File: config.mk
export PLATFORM = sky130hd
export DESIGN_NAME = timed_device_service_queues
export DESIGN_NICKNAME = d
export VERILOG_FILES = /design/src/sv/tdsq_pkg.sv /design/src/sv/timed_device_service_queues.sv /design/src/sv/tdsq_cfg.sv /design/src/sv/tdsq_queues.sv
export SDC_FILE = /design/constraint.sdc
export NUM_CORES = 1
export LEC_CHECK = 0
export BUFFER_PORTS_ARGS = -buffer_cell sky130_fd_sc_hd__buf_2
export CORE_MARGIN = 4
export CORE_UTILIZATION = 45
export CTS_BUF_LIST = sky130_fd_sc_hd__clkbuf_8
export CTS_CLUSTER_DIAMETER = 80
export DETAILED_ROUTE_END_ITERATION = 10
export HOLD_SLACK_MARGIN = 0.03
export PLACE_DENSITY = 0.7
export SYNTH_ARGS = -nofsm -noshare
export SYNTH_HDL_FRONTEND = slang
export SYNTH_SLANG_ARGS = --single-unit
File: constraint.sdc
create_clock -name clk -period 5.48 [get_ports clk]
set_input_delay 1.096 -clock clk [delete_from_list [all_inputs] [get_ports clk]]
set_output_delay 1.096 -clock clk [all_outputs]
set_load 0.01 [all_outputs]
File: src/sv/tdsq_pkg.sv
// tdsq_pkg: shared types and constants for the timed device service queues
// no dependencies; imported by every module of the block

package tdsq_pkg;

    localparam int NUM_REGS = 3;   // one duration register per modeled device
    localparam int DUR_W    = 16;  // duration / remaining-time width
    localparam int PID_W    = 8;   // pid field width on the ports
    localparam int DEV_FW   = 2;   // device field width
    localparam int IDX_W    = 2;   // config register index width

    // config register indexes
    localparam logic [IDX_W-1:0] REG_DISK    = 2'd0;
    localparam logic [IDX_W-1:0] REG_TAPE    = 2'd1;
    localparam logic [IDX_W-1:0] REG_PRINTER = 2'd2;

    typedef logic [DUR_W-1:0] dur_t;
    typedef logic [NUM_REGS-1:0][DUR_W-1:0] dur_bank_t;

    typedef enum logic {
        KIND_ENQ  = 1'b0,
        KIND_TICK = 1'b1
    } kind_t;

    typedef enum logic [1:0] {
        ST_IDLE   = 2'd0,
        ST_DONE   = 2'd1,
        ST_QUEUED = 2'd2,
        ST_FULL   = 2'd3
    } status_t;

    typedef struct packed {
        kind_t              kind;
        logic [DEV_FW-1:0]  device;
        logic [PID_W-1:0]   pid;
    } item_t;

endpackage

File: src/sv/timed_device_service_queues.sv
// timed_device_service_queues: top level with input stage, result stage and config port
// depends on tdsq_pkg, tdsq_cfg and tdsq_queues
//
// usage
//   input channel (in_valid / in_stall) carries kind, device, pid. kind enqueue
//   appends pid to the device fifo; kind tick takes one unit of service time
//   from the device's head entry and pops it when the time runs out.
//   output channel (out_valid / out_stall) returns one beat per input beat:
//   status (idle, done, queued, full) and done_pid (finished pid, else zero).
//   config channel (cfg_valid / cfg_ready, cfg_index, cfg_data) sets the
//   disk, tape and printer service durations; cfg_ready is always high.
//   durations should only change while the queues are empty and idle.
// timing
//   an accepted beat passes the input register, then the result register, to
//   the output. while out_stall is low one beat per cycle is sustained: the input
//   register feeds one pass of fifo logic and the pid memory read, which land
//   in the result register; the memory takes one write and one read a cycle.
// reset
//   rst_n clears both pipeline stages, all fifo pointers and counts; the
//   durations come back as 1. the pid memory is not cleared.
// stall
//   while out_stall holds a waiting result, one more beat is taken into the
//   input register; in_stall rises only when both stages are full.

module timed_device_service_queues #(
    parameter int NUM_DEVICES = 3,
    parameter int QUEUE_DEPTH = 16,
    parameter int PID_BITS    = 8
) (
    input  logic                        clk,
    input  logic                        rst_n,
    // input channel
    input  logic                        in_valid,
    output logic                        in_stall,
    input  logic                        kind,
    input  logic [tdsq_pkg::DEV_FW-1:0] device,
    input  logic [tdsq_pkg::PID_W-1:0]  pid,
    // output channel
    output logic                        out_valid,
    input  logic                        out_stall,
    output logic [1:0]                  status,
    output logic [tdsq_pkg::PID_W-1:0]  done_pid,
    // config channel
    input  logic                        cfg_valid,
    output logic                        cfg_ready,
    input  logic [tdsq_pkg::IDX_W-1:0]  cfg_index,
    input  logic [tdsq_pkg::DUR_W-1:0]  cfg_data
);
    import tdsq_pkg::*;

    logic      a_valid_reg;   // input stage holds a beat
    logic      a_valid_next;
    item_t     a_item_reg;
    logic      b_valid_reg;   // result stage holds a beat
    logic      b_valid_next;

    logic      in_take;       // input beat accepted this edge
    logic      out_take;      // output beat taken this edge
    logic      advance;       // input stage moves into result stage
    dur_bank_t dur;
    status_t   status_q;

    assign out_take = b_valid_reg && !out_stall;
    // result stage can load when empty or when its beat is leaving
    assign advance  = a_valid_reg && (!b_valid_reg || !out_stall);
    // hold off input only when both stages are full and the receiver stalls
    assign in_stall = a_valid_reg && b_valid_reg && out_stall;
    assign in_take  = in_valid && !in_stall;

    always_comb
    begin
        a_valid_next = a_valid_reg;
        if (in_take)
        begin
            a_valid_next = 1'b1;
        end
        else if (advance)
        begin
            a_valid_next = 1'b0;
        end

        b_valid_next = b_valid_reg;
        if (advance)
        begin
            b_valid_next = 1'b1;
        end
        else if (out_take)
        begin
            b_valid_next = 1'b0;
        end
    end

    always_ff @(posedge clk or negedge rst_n)
    begin
        if (!rst_n)
        begin
            a_valid_reg <= 1'b0;
            b_valid_reg <= 1'b0;
        end
        else
        begin
            a_valid_reg <= a_valid_next;
            b_valid_reg <= b_valid_next;
        end
    end

    // input payload register, loaded on every accepted beat
    always_ff @(posedge clk)
    begin
        if (in_take)
        begin
            a_item_reg.kind   <= kind_t'(kind);
            a_item_reg.device <= device;
            a_item_reg.pid    <= pid;
        end
    end

    assign cfg_ready = 1'b1;

    tdsq_cfg u_cfg (
        .clk      (clk),
        .rst_n    (rst_n),
        .wr_en    (cfg_valid && cfg_ready),
        .wr_index (cfg_index),
        .wr_data  (cfg_data),
        .dur      (dur)
    );

    tdsq_queues #(
        .NUM_DEVICES (NUM_DEVICES),
        .QUEUE_DEPTH (QUEUE_DEPTH),
        .PID_BITS    (PID_BITS)
    ) u_queues (
        .clk      (clk),
        .rst_n    (rst_n),
        .advance  (advance),
        .item     (a_item_reg),
        .dur      (dur),
        .status   (status_q),
        .done_pid (done_pid)
    );

    assign out_valid = b_valid_reg;
    assign status    = status_q;

endmodule

File: src/sv/tdsq_cfg.sv
// tdsq_cfg: service duration registers, written over the config channel
// depends on tdsq_pkg

module tdsq_cfg (
    input  logic                      clk,
    input  logic                      rst_n,
    input  logic                      wr_en,
    input  logic [tdsq_pkg::IDX_W-1:0] wr_index,
    input  logic [tdsq_pkg::DUR_W-1:0] wr_data,
    output tdsq_pkg::dur_bank_t       dur
);
    import tdsq_pkg::*;

    dur_bank_t dur_reg;
    dur_bank_t dur_next;

    always_comb
    begin
        dur_next = dur_reg;
        if (wr_en)
        begin
            case (wr_index)
                REG_DISK:    dur_next[0] = wr_data;
                REG_TAPE:    dur_next[1] = wr_data;
                REG_PRINTER: dur_next[2] = wr_data;
                default:     dur_next = dur_reg;  // unknown index is dropped
            endcase
        end
    end

    always_ff @(posedge clk or negedge rst_n)
    begin
        if (!rst_n)
        begin
            for (int i = 0; i < NUM_REGS; i++)
            begin
                dur_reg[i] <= DUR_W'(1);
            end
        end
        else
        begin
            dur_reg <= dur_next;
        end
    end

    assign dur = dur_reg;

endmodule

File: src/sv/tdsq_queues.sv
// tdsq_queues: per-device fifo control, shared pid memory and result register
// depends on tdsq_pkg; durations come from tdsq_cfg

module tdsq_queues #(
    parameter int NUM_DEVICES = 3,
    parameter int QUEUE_DEPTH = 16,
    parameter int PID_BITS    = 8
) (
    input  logic                       clk,
    input  logic                       rst_n,
    input  logic                       advance,
    input  tdsq_pkg::item_t            item,
    input  tdsq_pkg::dur_bank_t        dur,
    output tdsq_pkg::status_t          status,
    output logic [tdsq_pkg::PID_W-1:0] done_pid
);
    import tdsq_pkg::*;

    localparam int NDEV      = (NUM_DEVICES < NUM_REGS) ? NUM_DEVICES : NUM_REGS;
    localparam int DEV_W     = (NDEV > 1) ? $clog2(NDEV) : 1;
    localparam int PTR_W     = $clog2(QUEUE_DEPTH);
    localparam int CNT_W     = $clog2(QUEUE_DEPTH + 1);
    localparam int MEM_DEPTH = NDEV * QUEUE_DEPTH;
    localparam int ADDR_W    = (MEM_DEPTH > 1) ? $clog2(MEM_DEPTH) : 1;
    localparam int SW        = (PID_BITS < PID_W) ? PID_BITS : PID_W;

    logic [PTR_W-1:0] read_ptr_reg  [NDEV];
    logic [PTR_W-1:0] read_ptr_next [NDEV];
    logic [PTR_W-1:0] write_ptr_reg [NDEV];
    logic [PTR_W-1:0] write_ptr_next[NDEV];
    logic [CNT_W-1:0] fill_reg      [NDEV];
    logic [CNT_W-1:0] fill_next     [NDEV];
    dur_t             remain_reg    [NDEV];
    dur_t             remain_next   [NDEV];

    logic [SW-1:0]    pid_store_reg [MEM_DEPTH];
    logic [SW-1:0]    rd_data_reg;
    status_t          status_reg;
    status_t          status_next;

    logic             dev_ok;
    logic [DEV_W-1:0] sel;
    logic [PTR_W-1:0] rd_ptr_cur;
    logic [PTR_W-1:0] wr_ptr_cur;
    logic [CNT_W-1:0] fill_cur;
    dur_t             rem_cur;
    dur_t             rem_dec;
    dur_t             dur_cur;
    logic             wr_en;
    logic             rd_en;
    logic [ADDR_W-1:0] wr_addr;
    logic [ADDR_W-1:0] rd_addr;

    function automatic logic [PTR_W-1:0] next_slot(input logic [PTR_W-1:0] p);
        logic [PTR_W-1:0] n;
        if (p == PTR_W'(QUEUE_DEPTH - 1))
        begin
            n = '0;
        end
        else
        begin
            n = p + PTR_W'(1);
        end
        return n;
    endfunction

    always_comb
    begin
        dev_ok     = (item.device < DEV_FW'(NDEV));
        sel        = dev_ok ? item.device[DEV_W-1:0] : '0;
        rd_ptr_cur = read_ptr_reg[sel];
        wr_ptr_cur = write_ptr_reg[sel];
        fill_cur   = fill_reg[sel];
        rem_cur    = remain_reg[sel];
        rem_dec    = rem_cur - DUR_W'(1);
        dur_cur    = dur[DEV_FW'(sel)];
        wr_addr    = ADDR_W'(sel) * ADDR_W'(QUEUE_DEPTH) + ADDR_W'(wr_ptr_cur);
        rd_addr    = ADDR_W'(sel) * ADDR_W'(QUEUE_DEPTH) + ADDR_W'(rd_ptr_cur);

        read_ptr_next  = read_ptr_reg;
        write_ptr_next = write_ptr_reg;
        fill_next      = fill_reg;
        remain_next    = remain_reg;
        wr_en          = 1'b0;
        rd_en          = 1'b0;
        status_next    = ST_IDLE;

        if (dev_ok)
        begin
            case (item.kind)
                KIND_ENQ:
                begin
                    if (fill_cur == CNT_W'(QUEUE_DEPTH))
                    begin
                        status_next = ST_FULL;
                    end
                    else
                    begin
                        wr_en               = 1'b1;
                        write_ptr_next[sel] = next_slot(wr_ptr_cur);
                        fill_next[sel]      = fill_cur + CNT_W'(1);
                        if (fill_cur == '0)
                        begin
                            remain_next[sel] = dur_cur;
                        end
                        status_next = ST_QUEUED;
                    end
                end
                KIND_TICK:
                begin
                    if (fill_cur != '0)
                    begin
                        remain_next[sel] = rem_dec;
                        if (rem_dec == '0)
                        begin
                            rd_en              = 1'b1;
                            read_ptr_next[sel] = next_slot(rd_ptr_cur);
                            fill_next[sel]     = fill_cur - CNT_W'(1);
                            if (fill_cur != CNT_W'(1))
                            begin
                                remain_next[sel] = dur_cur;
                            end
                            status_next = ST_DONE;
                        end
                    end
                end
                default:
                begin
                    status_next = ST_IDLE;
                end
            endcase
        end
    end

    always_ff @(posedge clk or negedge rst_n)
    begin
        if (!rst_n)
        begin
            for (int i = 0; i < NDEV; i++)
            begin
                read_ptr_reg[i]  <= '0;
                write_ptr_reg[i] <= '0;
                fill_reg[i]      <= '0;
                remain_reg[i]    <= '0;
            end
        end
        else if (advance)
        begin
            read_ptr_reg  <= read_ptr_next;
            write_ptr_reg <= write_ptr_next;
            fill_reg      <= fill_next;
            remain_reg    <= remain_next;
        end
    end

    // pid memory: at most one write and one registered read per beat
    always_ff @(posedge clk)
    begin
        if (advance && wr_en)
        begin
            pid_store_reg[wr_addr] <= item.pid[SW-1:0];
        end
        if (advance && rd_en)
        begin
            rd_data_reg <= pid_store_reg[rd_addr];
        end
        if (advance)
        begin
            status_reg <= status_next;
        end
    end

    always_comb
    begin
        done_pid = '0;
        if (status_reg == ST_DONE)
        begin
            done_pid[SW-1:0] = rd_data_reg;
        end
    end

    assign status = status_reg;

endmodule

# Word-level counts from Yosys, hierarchy flattened
# Memory sizes are Yosys's and may differ from the RTL's. A register that Yosys moved wholly into a read port is not among the register bits.
# Index checks and enable logic that the tools add are counted.
[totals] ff_bits=150 mem_bits_rw=384 out_inout_bits=13 elab_cells=137 memories=1
[memory_table] name="u_queues.pid_store_reg" depth=48 width=8 rd=1 rd_clocked_by_memory_dff=1 write_ports=1 line_no="tdsq_queues.sv:36" source="logic [SW-1:0] pid_store_reg [MEM_DEPTH];"
[classes] addsub=7 n_lt_le_gt_ge=4 n_eq_ne=11 n_mux=65 bitwise=3 n_reduce_logical=25
[op_table] op="$mux 48" n=5
[op_table] op="$bwmux 48" n=3
[op_table] op="$pmux 48 s2" n=1
[op_table] op="$bmux 16 s2" n=2
[op_table] op="$mux 16" n=4
[op_table] op="$mux 4" n=14
[op_table] op="$mux 15" n=3
[op_table] op="$demux 16 s2" n=1
[op_table] op="$bwmux 15" n=2
[op_table] op="$pmux 15 s2" n=1
[op_table] op="$bwmux 12" n=2
[op_table] op="$bmux 4 s2" n=2
[op_table] op="$logic_not 16->1" n=1
[op_table] op="$sub 16x1->16 const B" n=1
[op_table] op="$mux 1" n=15
[op_table] op="$mux 5" n=3
[op_table] op="$reduce_and 5->1" n=3
[op_table] op="$add 6x4->6" n=2
[op_table] op="$bmux 5 s2" n=1
[op_table] op="$demux 5 s2" n=1
[op_table] op="$add 4x1->4 const B" n=2
[op_table] op="$demux 4 s2" n=1
[op_table] op="$eq 4x4->1 const B" n=2
[op_table] op="$logic_and 1x1->1" n=8
[op_table] op="other kinds (25)" n=35

# Longest topological paths before layout
# Gate-level depths: netlist of the first run.
[depth] depth_word=13 depth_mapped=18 depth_no_buf=14

# Modules after synthesis
# A second synthesis of the first run with hierarchy kept.
[unflattened] cells_unflattened=1886 hier_area_um2=23755.3
[modules_own_cells] module="tdsq_queues" instances=1 cells_per_inst=1763 area_per_inst_um2=21501.9 seq_area_each_um2=14008.4
[modules_own_cells] module="tdsq_cfg" instances=1 cells_per_inst=102 area_per_inst_um2=1819.2 seq_area_each_um2=1204.9
[modules_own_cells] module="timed_device_service_queues" instances=1 cells_per_inst=21 area_per_inst_um2=434.2 seq_area_each_um2=380.4

# Least setup slack after synthesis of the first run
# Ideal clock, no wire load.
[synth_timing] path_kind="flip-flop to flip-flop" startpoint="register a_item_reg[8] (netlist name)" endpoint="register u_queues.remain_reg[42] (netlist name)" t_arrival_ps=3922 t_required_ps=5355 setup_slack_ps=1433 path_stages_with_launch=17 path_buffers=6 path_cell_list="edfxtp_1 -> inv_1 -> ha_1 -> buf_6 -> clkbuf_1 -> clkbuf_1 -> buf_1 -> nor2_1 -> a21oi_1 -> ha_1 -> and4_1 -> xnor2_1 -> nor2_1 -> and2_1 -> clkbuf_1 -> clkbuf_1 -> mux2_2"
[synth_between] elab_chain_cells=13 word_cells_on_any_way=35 cone_classes="add/sub: 1; order compare: 3; eq/ne: 5; mux: 20; bitwise: 1; reduce/logical: 5"
[synth_rtl] element="from (decl)" line_no="timed_device_service_queues.sv:53" source="item_t a_item_reg;"
[synth_rtl] element="$lt 2x2->1" line_no="tdsq_queues.sv:69" source="dev_ok = (item.device < DEV_FW'(NDEV));"
[synth_rtl] element="$mux 2" line_no="tdsq_queues.sv:70" source="sel = dev_ok ? item.device[DEV_W-1:0] : '0;"
[synth_rtl] element="$not 2->3 (implied by the code)"
[synth_rtl] element="$bmux 16 s2, or another cell as far along" line_no="tdsq_queues.sv:74" source="rem_cur = remain_reg[sel];"
[synth_rtl] element="$mux 16 (implied by the code) or $logic_and 1x1->1 (tied branches)"
[synth_rtl] element="$mux 16 (on tied branches)"
[synth_rtl] element="$sub 16x1->16 or $demux 16 s2 (tied branches)"
[synth_rtl] element="$bwmux 48" line_no="tdsq_queues.sv:113" source="remain_next[sel] = rem_dec;"
[synth_rtl] element="$bwmux 48" line_no="tdsq_queues.sv:121" source="remain_next[sel] = dur_cur;"
[synth_rtl] element="$mux 48" line_no="tdsq_queues.sv:119" source="if (fill_cur != CNT_W'(1))"
[synth_rtl] element="$mux 48" line_no="tdsq_queues.sv:114" source="if (rem_dec == '0)"
[synth_rtl] element="$mux 48" line_no="tdsq_queues.sv:111" source="if (fill_cur != '0)"
[synth_rtl] element="$pmux 48 s2" line_no="tdsq_queues.sv:90" source="case (item.kind)"
[synth_rtl] element="to (signal assigned)" line_no="tdsq_queues.sv:152" source="remain_reg <= remain_next;"
[synth_rtl] element="to (decl)" line_no="tdsq_queues.sv:33" source="dur_t remain_reg [NDEV];"
# Parallel ways exist; a longest one is shown, timed or not. The select of a mux whose other input is x is not followed.
# A chain may end at the register's enable or synchronous reset.

# Worst setup path in the final report of the first run
[layout_timing] startpoint="register a_item_reg[8] (netlist name)" endpoint="register u_queues.remain_reg[29] (netlist name)"
# The elaborated chain is that of the path after synthesis.

==> out/qor.csv, run 1 <==
stage,metric,value,unit
setup_path,arrival,5.61,ns
synth,synth_cell_type_count,73,
timing,slew_headroom,0.320,
timing,tns,0,ns
routing,drt_wl_total,56100,µm
routing,vias,15000,
setup_path,worst_setup_path_start_kind,flip-flop,
clocking,numCtsBuffers,87,
timing,slew_violations,0,
floorplan,start_util,0.457,
synth,yosysMostFrequentCell,edfxtp_1,
synth,ys_top_cells_by_area,"edfxtp_1 52%, dfrtp_1 14%, mux2i_1 5.5%",
global_routing,grt_busiest_layer,met2,
routing,dr.pass1.iters,7,
outcome,status,completed,
floorplan,fp-row-count,83,
floorplan,die_w,237,µm
global_routing,grt_max_degree,95,
finish,antenna_cells,0,
routing,routed_via_density,5.83,
job,max_cap_viol_count,0,
pwr,swShare,0.280,
global_routing,grt_use_met3,0.0468,
pwr,p_total,9950,µW
clocking,clock_path_buffers,3,
global_routing,grt.total_usage,0.197,
global_routing,use_met1,0.263,
floorplan,core_area,51600,µm²
timing,rsz0062_at_grt,no,
synth,synth.top_cell.area_share,0.516,
clocking,path_clk_slew,0.06,ns
pwr,power_density,379,nW/µm²
clocking,cts_setup_buffers,0,
timing,finalHoldViolCount,0,
finish,nFillCells,4300,
routing,dr.first_iter.drc_count,1634,
pwr,leakage,0.00919,µW
routing,drc,0,
finish,largest_reg_flops,384,
global_routing,first_global_vias,15200,
finish,layout.nets,1864,
floorplan,fp.dieH,237,µm
clocking,clkLatencyLatePin,0.69,ns
finish,stdcell_count,2566,
placed_design,gp_congestion,0.878,
synth,mappedNetlistNets,1796,
timing,max_freq,0.199,GHz
timing,setup_viol,0,
clocking,cts_resized,0,
synth,yosysTopAreaCell,edfxtp_1,
min_path,hold_path.class,flip-flop to flip-flop,
synth,seq_area_frac_synth,0.661,
synth,yosysWarnings,0,
global_routing,grt_pass1_wl,87200,µm
synth,netlist_top_cells_count,"405 x edfxtp_1, 180 x nand2_1, 134 x dfrtp_1",
synth,synthArstFlopShare,0.253,
clocking,htree_num_levels,3,
timing,tightest_slew,1.02,ns
global_routing,grt-ovfl-total,0,
pwr,clockPowerShare,0.333,
floorplan,die-area,56100,µm²
clocking,cts_tree,yes,
setup_path,crit_fanout,54,
setup_path,cp.required,6.06,ns
timing,period_share,0.919,
clocking,cts.sinks,542,
timing,fin_skew,0.0368,ns
global_routing,antenna_found_initial,2,
clocking,postCtsHoldBufs,0,
synth,synth_edf_count,405,
synth,syn_area,23600,µm²
routing,wl_per_cell,21.9,µm
finish,syn_to_final_growth,11.4,%
placed_design,placed_cells,2409,
floorplan,ioPinCount,47,
timing,finalCriticalPeriod,5.04,ns
setup_path,timing_worst_setup_path_type,flip-flop to flip-flop,
synth,avgSynthCellArea,13.5,µm²
synth,synth-seq-cells,542,
global_routing,use_met2,0.317,
pwr,power_frac_seq,0.500,
setup_path,cp-end-kind,flip-flop,
pwr,p_sw,2790,µW
synth,synth_cells,1750,
routing,ant_nets,0,
placed_design,dp_hpwl,35200,µm
pwr,p_comb_frac,0.167,
clocking,cts-root-buf,clkbuf_8,
pwr,p_int,7160,µW
synth,ys.flop_type,edfxtp_1,
placed_design,port_buffers,45,
pwr,vdd_drop_max,323,µV
finish,drive_gt1_frac,0.171,
## final timing paths
kind	from	to	slack (ns)	depth (start not counted)
max in group asynchronous	rst_n	u_queues.write_ptr_reg[11]	3.80	2
setup / recovery	a_item_reg[8]	u_queues.remain_reg[29]	0.44	11
min in group asynchronous	rst_n	u_cfg.dur[5]	0.51	1
hold reg to reg	u_queues.remain_reg[26]	u_queues.remain_reg[26]	0.49	2
hold / removal	u_queues.remain_reg[26]	u_queues.remain_reg[26]	0.49	2
setup reg to reg	a_item_reg[8]	u_queues.remain_reg[29]	0.44	11
## area by class of cell
class                      count  area (µm²)  area share
clock buffer                  91        1250      0.0477
clock inverter                66         399      0.0152
inverter                      17        68.8     0.00262
multi-input combinational   1087        7570       0.288
sequential                   542       15600       0.593
tap                          680         851      0.0324
timing repair buffer          83         542      0.0206
## power by group through the flow
stage                     Combinational (µW)  Clock [µW]  Sequential, µW
after floorplan                         1190           0            5010
after global placement                  1580           0            5040
after detailed placement                1640           0            5050
after CTS                               1650        3380            4970
after global routing                    1820        3580            5010
final                                   1660        3310            4980
## metrics by stage
step	hold WS [ns]	worst slack [ns]	util	instance area (µm²)
after floorplan	0.449	1.43	-	23600
after global placement	0.467	0.755	0.477	24600
after detailed placement	0.477	0.545	0.477	24600
after CTS	0.489	0.529	0.509	26300
after global routing	0.508	0.127	0.509	26300
final	0.491	0.444	0.509	26300
## layout by cell type, fill, tap and decap left out, types with 34 or more instances in the layout
master | netlist | layout
a21oi_1 | 56 | 55
mux2_2 | 105 | 105
buf_4 | 4 | 36
nand2_1 | 180 | 180
nor2_1 | 101 | 101
a211oi_1 | 56 | 56
o21ai_0 | 40 | 40
dfrtp_1 | 134 | 134
inv_1 | 13 | 41
nor3_1 | 35 | 34
mux2i_1 | 130 | 130
buf_2 | 6 | 44
clkbuf_8 | 0 | 91
a31oi_1 | 54 | 53
and2_0 | 35 | 35
and2_1 | 41 | 41
edfxtp_1 | 405 | 405
o221ai_1 | 43 | 43
## worst max-delay path: stages (launching register included)
cell and delay [ns]:
edfxtp_1 0.48, inv_1 0.14, ha_2 0.43, buf_4 0.64
o2bb2ai_1 0.34, nor4_1 0.60, nand4_1 0.20, xnor2_1 0.25
or4b_4 0.58, o31a_1 0.61, or3_1 0.49, o221ai_1 0.17
## cell families (layout without fill, tap and decap cells)
kind of cell | Yosys count | count (layout) | synth area share
DFF | 542 | 542 | 0.661
adders and majority gates | 12 | 12 | 0.00637
AOI/OAI and AO/OA | 351 | 351 | 0.103
buffers and inverters | 121 | 257 | 0.0209
and+or+nand+nor | 468 | 468 | 0.0947
muxes | 237 | 237 | 0.107
xor gates and xnor gates | 18 | 18 | 0.00669
other | 1 | 1 | 0.000159
## per-layer routing
metal / routed length (µm) / vias up
met5: 34 / -
met4: 1700 / 4
met3: 4250 / 122
met2: 26800 / 578
met1: 23400 / 7440
li1: - / 6828
(Power assumes the default switching activity.)
==> run 2, diff against run 1 <==
RECOVER_POWER = 25   (was default)
==> run 2 against run 1 <==
Compared with the run above:
- the flow now finishes with violations (capacitance limit, slew limit)
- die area did not move
- routed wire length is essentially flat
- via count up 0.28%
- clock power barely moved
- critical endpoint unchanged
==> out/qor.csv, run 2 (same netlist as run 1, synthesis figures left out) <==
stage,metric,value,unit,change
timing,finalHoldViolCount,0,,unchanged
timing,fin_skew,0.0375,ns,was 0.0368 ns
setup_path,cp.required,6.06,ns,about the same
global_routing,antenna_found_initial,2,,unchanged
finish,final_core_util,0.508,,was 0.509
clocking,cts_tree,yes,,unchanged
floorplan,die-area,56100,µm²,unchanged
floorplan,core_area,51600,µm²,unchanged
timing,max_freq,0.199,GHz,about the same
outcome,violations,"capacitance limit, slew limit",,
global_routing,grt-ovfl-total,0,,unchanged
clocking,cts_setup_buffers,0,,unchanged
setup_path,r2r-start,a_item_reg[8],,unchanged
finish,largest_reg_flops,384,,unchanged
min_path,hold_path.class,flip-flop to flip-flop,,unchanged
setup_path,cp-end-kind,flip-flop,,unchanged
finish,layout.nets,1864,,unchanged
setup_path,worst_setup_path_start_kind,flip-flop,,unchanged
clocking,clkLatencyLatePin,0.69,ns,about the same
timing,rsz0062_at_grt,no,,unchanged
timing,setup_viol,0,,unchanged
job,max_cap_viol_count,9,,was 0
clocking,path_clk_slew,0.06,ns,about the same
global_routing,grt_max_degree,95,,unchanged
routing,drt_wl_total,56100,µm,about the same
finish,syn_to_final_growth,11.3,%,was 11.4%
outcome,status,finished with violations,,was completed
setup_path,r2r_end,u_queues.remain_reg[29],,unchanged
pwr,power_density,379,nW/µm²,about the same
clocking,cts_resized,0,,unchanged
timing,slew_headroom,-1.74,,was 0.320
global_routing,grt.total_usage,0.197,,unchanged
pwr,leakage,0.00915,µW,was 0.00919 µW
pwr,vdd_drop_max,323,µV,about the same
setup_path,crit_fanout,54,,unchanged
placed_design,port_buffers,45,,unchanged
global_routing,first_global_vias,15200,,unchanged
routing,dr.pass1.iters,6,,was 7
routing,dr.first_iter.drc_count,1630,,was 1634
routing,wl_per_cell,21.9,µm,about the same
setup_path,rr_worst_depth,11,,unchanged
finish,drive_gt1_frac,0.165,,was 0.171
routing,routed_via_density,5.85,,was 5.83
placed_design,gp_congestion,0.878,,unchanged
floorplan,die_w,237,µm,unchanged
setup_path,r2r_setup_slack,0.46,ns,was 0.44 ns
clocking,postCtsHoldBufs,0,,unchanged
setup_path,cp-startpoint,a_item_reg[8],,unchanged
placed_design,dp_hpwl,35200,µm,unchanged
routing,drc,0,,unchanged
timing,slew_violations,487,,was 0
setup_path,timing_worst_setup_path_type,flip-flop to flip-flop,,unchanged
floorplan,fp.dieH,237,µm,unchanged
timing,period_share,0.917,,was 0.919
timing,finalCriticalPeriod,5.02,ns,was 5.04 ns
routing,vias,15000,,about the same
finish,final_common_cell,edfxtp_1,,unchanged
global_routing,grt_pass1_wl,87200,µm,unchanged
clocking,numCtsBuffers,87,,unchanged
setup_path,cp-endpoint,u_queues.remain_reg[29],,unchanged
setup_path,arrival,5.60,ns,was 5.61 ns
clocking,htree_num_levels,3,,unchanged
finish,layout_common_cells,"405 x edfxtp_1, 180 x nand2_1, 134 x dfrtp_1",,unchanged
finish,antenna_cells,0,,unchanged
routing,ant_nets,0,,unchanged
timing,tightest_slew,4.11,ns,was 1.02 ns
clocking,cts-root-buf,clkbuf_8,,unchanged
floorplan,fp-row-count,83,,unchanged
floorplan,start_util,0.457,,unchanged
clocking,cts.sinks,542,,unchanged
timing,tns,0,ns,unchanged
clocking,clock_path_buffers,3,,unchanged
floorplan,ioPinCount,47,,unchanged
run 2: routing by layer:
| layer | part of all wire | up-vias | wire length [µm] | track usage |
|---|---|---|---|---|
| met1 | 0.41 | 7487 | 23200 | 0.263 |
| li1 | - | 6828 | - | - |
| met4 | 0.029 | 4 | 1630 | 0.0741 |
| met2 | 0.48 | 574 | 26900 | 0.317 |
| met3 | 0.079 | 121 | 4420 | 0.0468 |
| met5 | 0.00061 | - | 34 | 0 |
run 2: final cells by class:
cell class / count / area (µm²)
clock buffers: 91 / 1250
clock inverters: 66 / 399
fillers: 4309 / 25400
inverters: 17 / 68.8
multi-input cells: 1087 / 7570
flip-flops and latches: 542 / 15600
well taps: 680 / 851
repair buffers: 83 / 505
run 2: worst max-delay path, stage by stage, from the launching register on:
cell	delay (ns)
edfxtp_1	0.48
inv_1	0.14
ha_2	0.43
buf_4	0.64
o2bb2ai_1	0.33
nor4_1	0.60
nand4_1	0.20
xnor2_1	0.25
or4b_4	0.58
o31a_1	0.61
or3_1	0.49
o221ai_1	0.17
run 2: worst min path at each step:
stage	from	endpoint	slack [ns]	depth (start not counted)
after floorplan	u_queues.remain_reg[34]	u_queues.remain_reg[34]	0.45	2
after global placement	u_queues.remain_reg[38]	u_queues.remain_reg[38]	0.47	2
after detailed placement	u_queues.remain_reg[26]	u_queues.remain_reg[26]	0.48	2
after CTS	rst_n	u_cfg.dur[3]	0.49	1
after global routing	u_queues.remain_reg[7]	u_queues.remain_reg[7]	0.51	2
final	u_queues.remain_reg[19]	u_queues.remain_reg[19]	0.49	2
run 2: where the power goes:
| group | internal, µW | switching, µW | leakage [µW] | total (µW) |
|---|---|---|---|---|
| registers | 4790 | 192 | 0.00534 | 4980 |
| clock network | 1730 | 1580 | 0.000944 | 3310 |
| logic | 637 | 1020 | 0.00286 | 1660 |
| total | 7160 | 2790 | 0.00915 | 9950 |
run 2: metrics by stage:
stage | worst slack (ns) | std cells | total power [µW] | area (µm²) | hold slack, ns
after detailed placement | 0.545 | 2409 | 6690 | 24600 | 0.477
after global placement | 0.755 | 2409 | 6620 | 24600 | 0.467
after floorplan | 1.43 | 1750 | 6200 | 23600 | 0.449
after CTS | 0.529 | 2566 | 10000 | 26300 | 0.489
after global routing | 0.127 | 2566 | 10400 | 26200 | 0.508
final | 0.455 | 2566 | 9950 | 26200 | 0.492
